`src/rtl/core/bbs_pkg.sv`:
```
// shared types and constants for the brian's brain stencil step unit
package bbs_pkg;

  localparam int MAX_WIDTH_DEF  = 512;
  localparam int MAX_HEIGHT_DEF = 256;

  localparam int GRID_WIDTH_RESET  = 384;
  localparam int GRID_HEIGHT_RESET = 216;

  localparam int WIDTH_REG_W  = 10;
  localparam int HEIGHT_REG_W = 9;
  localparam int CFG_DATA_W   = 10;
  localparam int CFG_INDEX_W  = 1;

  localparam logic [CFG_INDEX_W-1:0] REG_GRID_WIDTH  = 1'd0;
  localparam logic [CFG_INDEX_W-1:0] REG_GRID_HEIGHT = 1'd1;

  localparam logic [1:0] CELL_DEAD  = 2'd0;
  localparam logic [1:0] CELL_DYING = 2'd1;
  localparam logic [1:0] CELL_ALIVE = 2'd2;

  typedef struct packed {
    logic [1:0] cell_state;
    logic       flush;
  } in_t;

  typedef struct packed {
    logic [1:0] next_state;
    logic       last_of_frame;
  } out_t;

endpackage

```
`src/rtl/core/brians_brain_stencil_step_unit.sv`:
```
// Pipeline: the cell transfer that completes a result loads the input stage, which feeds the output register.
// Throughput: one cell per clock, held back only while the output register waits on result_ready.
// The first width+1 cells of a frame give no result; each later cell gives the next cell's result.
// The two line buffers are single-write memories with registered reads, one read and one write per cell.
// Reset (synchronous) restores the grid size, empties the pipeline and restarts the frame;
// line buffer contents are not cleared.
module brians_brain_stencil_step_unit #(
  parameter int MAX_WIDTH  = bbs_pkg::MAX_WIDTH_DEF,
  parameter int MAX_HEIGHT = bbs_pkg::MAX_HEIGHT_DEF
) (
  input  logic                            clk,
  input  logic                            rst,
  input  logic                            cell_valid,
  output logic                            cell_ready,
  input  bbs_pkg::in_t                    cell_data,
  output logic                            result_valid,
  input  logic                            result_ready,
  output bbs_pkg::out_t                   result,
  input  logic                            cfg_write,
  input  logic [bbs_pkg::CFG_INDEX_W-1:0] cfg_index,
  input  logic [bbs_pkg::CFG_DATA_W-1:0]  cfg_data
);

  localparam int WW  = $clog2(MAX_WIDTH + 1);
  localparam int HW  = $clog2(MAX_HEIGHT + 1);
  localparam int CW  = $clog2(MAX_WIDTH);
  localparam int ORW = $clog2(MAX_HEIGHT);
  localparam int IRW = $clog2(MAX_HEIGHT + 2);
  localparam int W_RST = (bbs_pkg::GRID_WIDTH_RESET > MAX_WIDTH) ?
                         MAX_WIDTH : bbs_pkg::GRID_WIDTH_RESET;
  localparam int H_RST = (bbs_pkg::GRID_HEIGHT_RESET > MAX_HEIGHT) ?
                         MAX_HEIGHT : bbs_pkg::GRID_HEIGHT_RESET;
  localparam logic [3:0] BIRTH_COUNT = 4'd2;

  function automatic int unsigned clamp_dim(int unsigned v, int unsigned hi);
    int unsigned r;
    r = v;
    if (v < 3) r = 3;
    else if (v > hi) r = hi;
    return r;
  endfunction

  logic [WW-1:0]  width_eff;
  logic [HW-1:0]  height_eff;

  logic [1:0]     upper_line  [MAX_WIDTH];
  logic [1:0]     middle_line [MAX_WIDTH];

  logic [IRW-1:0] in_row;
  logic [CW-1:0]  in_col;

  logic           a_valid;
  logic           a_res;
  logic [CW-1:0]  a_col;
  logic [1:0]     a_x;
  logic [1:0]     a_top;
  logic [1:0]     a_mid;

  // window columns that become left and centre when the next column arrives
  logic [1:0]     col_a [3];
  logic [1:0]     col_b [3];

  logic [ORW-1:0] out_row;
  logic [CW-1:0]  out_col;

  logic           accept;
  logic           b_go;
  logic [1:0]     x_in;
  logic           beat_res;
  logic           beat_last;
  logic           col_wrap;
  logic           out_wrap;
  logic           last_b;
  logic           lm, rm, tm, bm;
  logic [1:0]     right [3];
  logic [3:0]     n_alive;
  logic [1:0]     state_next;

  assign accept     = cell_valid && cell_ready;
  assign b_go       = a_valid && (!a_res || !result_valid || result_ready);
  assign cell_ready = !a_valid || b_go;
  assign x_in       = cell_data.flush ? bbs_pkg::CELL_DEAD : cell_data.cell_state;

  assign beat_res  = (in_row >= IRW'(2)) || ((in_row == IRW'(1)) && (in_col != '0));
  // the cell at row height+1, column 0 completes the frame's final result
  assign beat_last = (in_row == (IRW'(height_eff) + IRW'(1))) && (in_col == '0);
  assign col_wrap  = (WW'(in_col) + WW'(1)) >= width_eff;

  assign out_wrap = (WW'(out_col) + WW'(1)) >= width_eff;
  assign last_b   = ((HW'(out_row) + HW'(1)) >= height_eff) && out_wrap;

  assign lm = out_col != '0;
  assign rm = !out_wrap;
  assign tm = out_row != '0;
  assign bm = (HW'(out_row) + HW'(1)) < height_eff;

  assign right[0] = a_top;
  assign right[1] = a_mid;
  assign right[2] = a_x;

  always_comb begin
    n_alive = 4'(lm && tm && (col_a[0] == bbs_pkg::CELL_ALIVE))
            + 4'(tm && (col_b[0] == bbs_pkg::CELL_ALIVE))
            + 4'(rm && tm && (right[0] == bbs_pkg::CELL_ALIVE))
            + 4'(lm && (col_a[1] == bbs_pkg::CELL_ALIVE))
            + 4'(rm && (right[1] == bbs_pkg::CELL_ALIVE))
            + 4'(lm && bm && (col_a[2] == bbs_pkg::CELL_ALIVE))
            + 4'(bm && (col_b[2] == bbs_pkg::CELL_ALIVE))
            + 4'(rm && bm && (right[2] == bbs_pkg::CELL_ALIVE));
    case (col_b[1])
      bbs_pkg::CELL_ALIVE: state_next = bbs_pkg::CELL_DYING;
      bbs_pkg::CELL_DYING: state_next = bbs_pkg::CELL_DEAD;
      bbs_pkg::CELL_DEAD:  state_next = (n_alive == BIRTH_COUNT) ?
                                        bbs_pkg::CELL_ALIVE : bbs_pkg::CELL_DEAD;
      default:             state_next = bbs_pkg::CELL_DEAD;
    endcase
  end

  // line buffers: middle written on transfer, upper when the cell leaves the input stage
  always_ff @(posedge clk) begin
    if (accept) begin
      a_mid <= middle_line[in_col];
      middle_line[in_col] <= x_in;
      a_x   <= x_in;
      a_col <= in_col;
      // forward a same-address write that lands on this edge
      if (b_go && (a_col == in_col)) begin
        a_top <= a_mid;
      end else begin
        a_top <= upper_line[in_col];
      end
    end
    if (b_go) begin
      upper_line[a_col] <= a_mid;
    end
  end

  always_ff @(posedge clk) begin
    if (rst) begin
      width_eff    <= WW'(W_RST);
      height_eff   <= HW'(H_RST);
      in_row       <= '0;
      in_col       <= '0;
      a_valid      <= 1'b0;
      a_res        <= 1'b0;
      out_row      <= '0;
      out_col      <= '0;
      result_valid <= 1'b0;
      for (int i = 0; i < 3; i++) begin
        col_a[i] <= bbs_pkg::CELL_DEAD;
        col_b[i] <= bbs_pkg::CELL_DEAD;
      end
    end else begin
      if (accept) begin
        a_valid <= 1'b1;
        a_res   <= beat_res;
        if (beat_last) begin
          in_row <= '0;
          in_col <= '0;
        end else if (col_wrap) begin
          in_col <= '0;
          in_row <= in_row + IRW'(1);
        end else begin
          in_col <= in_col + CW'(1);
        end
      end else if (b_go) begin
        a_valid <= 1'b0;
      end

      if (b_go) begin
        if (a_res && last_b) begin
          for (int i = 0; i < 3; i++) begin
            col_a[i] <= bbs_pkg::CELL_DEAD;
            col_b[i] <= bbs_pkg::CELL_DEAD;
          end
          out_row <= '0;
          out_col <= '0;
        end else begin
          for (int i = 0; i < 3; i++) begin
            col_a[i] <= col_b[i];
            col_b[i] <= right[i];
          end
          if (a_res) begin
            if (out_wrap) begin
              out_col <= '0;
              out_row <= out_row + ORW'(1);
            end else begin
              out_col <= out_col + CW'(1);
            end
          end
        end
      end

      if (b_go && a_res) begin
        result_valid         <= 1'b1;
        result.next_state    <= state_next;
        result.last_of_frame <= last_b;
      end else if (result_ready) begin
        result_valid <= 1'b0;
      end

      // any register write restarts the frame
      if (cfg_write) begin
        unique case (cfg_index)
          bbs_pkg::REG_GRID_WIDTH: begin
            width_eff <= WW'(clamp_dim(32'(cfg_data[bbs_pkg::WIDTH_REG_W-1:0]), MAX_WIDTH));
          end
          bbs_pkg::REG_GRID_HEIGHT: begin
            height_eff <= HW'(clamp_dim(32'(cfg_data[bbs_pkg::HEIGHT_REG_W-1:0]),
                                        MAX_HEIGHT));
          end
          default: begin
          end
        endcase
        in_row  <= '0;
        in_col  <= '0;
        out_row <= '0;
        out_col <= '0;
        for (int i = 0; i < 3; i++) begin
          col_a[i] <= bbs_pkg::CELL_DEAD;
          col_b[i] <= bbs_pkg::CELL_DEAD;
        end
      end
    end
  end

endmodule

```
`config.mk`:
```
export PLATFORM = sky130hd
export DESIGN_NAME = brians_brain_stencil_step_unit
export DESIGN_NICKNAME = d
export VERILOG_FILES = /design/src/rtl/core/bbs_pkg.sv /design/src/rtl/core/brians_brain_stencil_step_unit.sv
export SDC_FILE = /design/constraint.sdc
export NUM_CORES = 2
export LEC_CHECK = 0
export BUFFER_PORTS_ARGS = -buffer_cell sky130_fd_sc_hd__buf_4
export CAP_MARGIN = 0
export CELL_PAD_IN_SITES_DETAIL_PLACEMENT = 0
export CELL_PAD_IN_SITES_GLOBAL_PLACEMENT = 1
export CORE_MARGIN = 8
export CORE_UTILIZATION = 42
export DETAILED_ROUTE_END_ITERATION = 12
export PLACE_DENSITY = 0.6
export SLEW_MARGIN = 20
export SYNTH_ARGS = -nofsm -noshare
export SYNTH_HDL_FRONTEND = slang
export SYNTH_SLANG_ARGS = --single-unit
```
`constraint.sdc`:
```
create_clock -name clk -period 21.7 [get_ports clk]
set_input_delay 1.085 -clock clk [delete_from_list [all_inputs] [get_ports clk]]
set_output_delay 1.085 -clock clk [all_outputs]
set_load 0.02 [all_outputs]
```
==> impl_metrics.ini <==
[yosys]
largest_cells_by_area_after_synthesis = sky130_fd_sc_hd__edfxtp_1 70%, sky130_fd_sc_hd__mux4_2 13%, sky130_fd_sc_hd__nor2_1 4.9%
synthesis.nets = 5349
netlist_area_um2 = 88510
cells_after_synth = 5282
synth_unique_cells = 72
synth.yosys.seq_area_share = 0.7166
synth.ff_latch_count = 2135
yosys_warnings = 0
yosys.area.top_type = sky130_fd_sc_hd__edfxtp_1
netlist.area_leader.share = 0.7010
postSynthAreaPerCell_um2 = 16.76
async_reset_ff_frac = 0
synth_flop_cell = sky130_fd_sc_hd__edfxtp_1
synth_enable_flop_cells = 2066

[final_layout]
final_cell_area_um2 = 99270
fillCellCount = 17871
numnets_final = 5361
postLayoutCoreUtil = 0.4737
syn2layout_area_growth_pct = 12.16
multi_input_comb_area_um2 = 23440
seqCellArea_um2 = 63440
final_layout_size_suffix_gt1_frac = 0.1959

[place]
finalWeightedCongestion = 0.8112
placement.cell_area_um2 = 91810
numPortBuffers = 23
dpl.hpwl_um = 154300

[critical_path]
critPathCaptureType = flip-flop
regToRegStartpoint = in_col[1]
startpoint_type = flip-flop
critical_path.max_fanout = 57
cp-startpoint = in_col[1]
r2r_slack_ns = 15.43
type_of_the_worst_setup_path = reg2reg
worst_ep_required_time_ns = 22.31
worst_ep_arrival_time_ns = 6.88

[global_routing]
grt_start_max_net_pins = 228
global_route_wire_length_before_repair_um = 373300
first_global_vias = 49857
overflow_after_grt = 0
global_route.usage.total = 0.2297
grt_antenna_before_repair = 7

[drt]
drt-pass1-iter-count = 6
final_antenna_net_count = 0
route.detailed.drc = 0
wl_per_cell_um = 31.71
routed_wl_um = 262700
post_drt_via_cell_ratio = 5.898
drt_first_iter_violations = 5251
via_count = 48869

[cts]
cts_buffer_depth = 3
clock_tree.root_cell = sky130_fd_sc_hd__clkbuf_16
cts_tree = done
tritoncts_num_sinks = 2135
cts-buffers-inserted = 222
clk_pin_slew_ns = 0.07
cts_hold_repair.buffers = 0
clock_tree.htree_level_count = 4
post-cts-setup-buffers = 0
cts_repair_resizes = 0
clock_network_latency_to_the_later_pin_of_the_worst_skew_pair_ns = 0.87

[worst_hold_path]
worst_hold_path_type = reg2reg
hold_sp = width_eff[8]

[power]
power_mw = 8.718
worst_ir_drop_vdd_v = 0.00009030
power_density_nw_per_um2 = 87.82
power.leakage_nw = 28.65

[sta]
max_slew_margin = 0.2521
setup_viol_count_final = 0
final_hold_violating_endpoints = 0
grt_setup_unrepaired = no
max_clock_freq_ghz = 0.1595
fin_worst_skew_ns = 0.03200
fin_tns_setup_ns = 0
timing.final.max_slew_violations = 0
post-route-min-period_ns = 6.269
fin_crit_sh = 0.2889
max_slew.worst_pin.slew_ns = 1.118

[floorplanning]
design.portCount = 24
die_x_um = 475.1
initial_utilization = 0.4223
core_area_um2 = 209600
rows = 168
chipHeight_um = 475.1
die_area_um2 = 225700

[job]
drv_cap = 0

[run_status]
run_status = complete, no violations
==> cell usage in the layout, fill, tap and decap left out, drive strengths merged, types with 13 or more instances in the layout <==
master / count
bufinv: 36
xnor2: 22
nor4: 17
inv: 52
ha: 44
nor3b: 13
and3: 22
buf: 161
nor2b: 23
clkbuf: 273
o21ai: 41
a31oi: 17
edfxtp: 2066
nor2: 1150
mux2i: 136
xor2: 26
nand3: 60
nand2: 240
a41oi: 13
mux4: 518
nor3: 34
o22ai: 17
clkinv: 85
a21oi: 73
nand4: 21
a22oi: 71
a221oi: 21
dfxtp: 69
==> layout make-up <==
type,count,share of cell area
diodes,4,0.0001008
clock buffers,273,0.05842
clock inverters,134,0.01650
inverters,43,0.001702
multi-input cells,2731,0.2361
flip-flops and latches,2135,0.6391
well taps,2805,0.03536
repair buffers,161,0.01272
==> path summary, 6_finish.rpt <==
check | endpoint | cells after the start
hold reg to reg | width_eff[8] | 1
hold / removal | width_eff[8] | 1
setup / recovery | a_mid[1] | 10
setup reg to reg | a_mid[1] | 10
==> state kept, by name (all words and copies together), names as in the netlist, 9 cells and up <==
register,cells
middle_line,1024
upper_line,1024
width_eff,10
a_col,9
height_eff,9
in_col,9
in_row,9
out_col,9
==> power breakdown <==
part	internal [mW]	total [mW]	switching (mW)	leakage (nW)
Clock	2.32	3.94	1.62	3.64
Sequential	4.54	4.54	0.00731	18.1
Combinational	0.0723	0.239	0.166	6.91
==> cell families (layout without fill, tap and decap cells) <==
logic type / count (synthesis) / after routing / share of synthesized area
flip-flops: 2135 / 2135 / 0.7166
AND/OR/NAND/NOR: 1631 / 1631 / 0.07550
multiplexers: 657 / 657 / 0.1476
buffers and inverters: 416 / 611 / 0.02120
AO/OA/AOI/OAI: 347 / 347 / 0.02728
adder cells (fa/ha/maj): 48 / 48 / 0.007125
XOR/XNOR: 48 / 48 / 0.004750
other: 0 / 4 / 0
==> per-layer routing <==
metal / global-route usage / wire (um) / up-vias
met1: 0.3167 / 110200 / 26019
met3: 0.03912 / 17180 / 395
met4: 0.06414 / 7612 / 2
met2: 0.3792 / 127700 / 1834
met5: 0 / 15 / -
li1: - / - / 20619
==> critical path: stages (launching register included) <==
cell and delay, ns:
sky130_fd_sc_hd__dfxtp_4 0.79, sky130_fd_sc_hd__buf_4 0.73, sky130_fd_sc_hd__buf_4 0.65, sky130_fd_sc_hd__buf_4 0.78, sky130_fd_sc_hd__buf_4 0.73, sky130_fd_sc_hd__mux4_2 0.40, sky130_fd_sc_hd__mux4_2 0.48, sky130_fd_sc_hd__a22oi_1 0.29
sky130_fd_sc_hd__a21oi_1 0.18, sky130_fd_sc_hd__or4_1 0.55, sky130_fd_sc_hd__a31o_1 0.20
==> per-stage QoR <==
stage / setup slack [ns] / hold slack (ns) / instances
3_3_place_gp: 15.47 / 0.4624 / 7875
2_1_floorplan: 5.299 / 0.4029 / 5282
3_5_place_dp: 15.44 / 0.4575 / 7875
6_report: 15.43 / 0.4825 / 8286
5_1_grt: 15.23 / 0.4474 / 8283
4_1_cts: 15.43 / 0.4188 / 8282
==> synth_stat cells (13+ instances only) <==
cell type / number
sky130_fd_sc_hd__buf_4: 34
sky130_fd_sc_hd__nor2b_1: 23
sky130_fd_sc_hd__dfxtp_1: 69
sky130_fd_sc_hd__mux2i_1: 136
sky130_fd_sc_hd__nor2_1: 1150
sky130_fd_sc_hd__nand2_1: 240
sky130_fd_sc_hd__a21oi_1: 73
sky130_fd_sc_hd__and3_1: 22
sky130_fd_sc_hd__buf_6: 13
sky130_fd_sc_hd__a221oi_1: 21
sky130_fd_sc_hd__o22ai_1: 17
sky130_fd_sc_hd__nor4_1: 17
sky130_fd_sc_hd__xor2_1: 26
sky130_fd_sc_hd__a22oi_1: 71
sky130_fd_sc_hd__buf_1: 29
sky130_fd_sc_hd__nor3_1: 33
sky130_fd_sc_hd__nand4_1: 21
sky130_fd_sc_hd__a31oi_1: 17
sky130_fd_sc_hd__ha_1: 44
sky130_fd_sc_hd__mux4_2: 518
sky130_fd_sc_hd__o21ai_0: 41
sky130_fd_sc_hd__xnor2_1: 22
sky130_fd_sc_hd__nor3b_1: 13
sky130_fd_sc_hd__a41oi_1: 13
sky130_fd_sc_hd__nand3_1: 60
sky130_fd_sc_hd__edfxtp_1: 2066
sky130_fd_sc_hd__buf_2: 72
sky130_fd_sc_hd__inv_1: 40
sky130_fd_sc_hd__clkbuf_1: 225
Note: power is estimated with default switching activity, not from simulation.
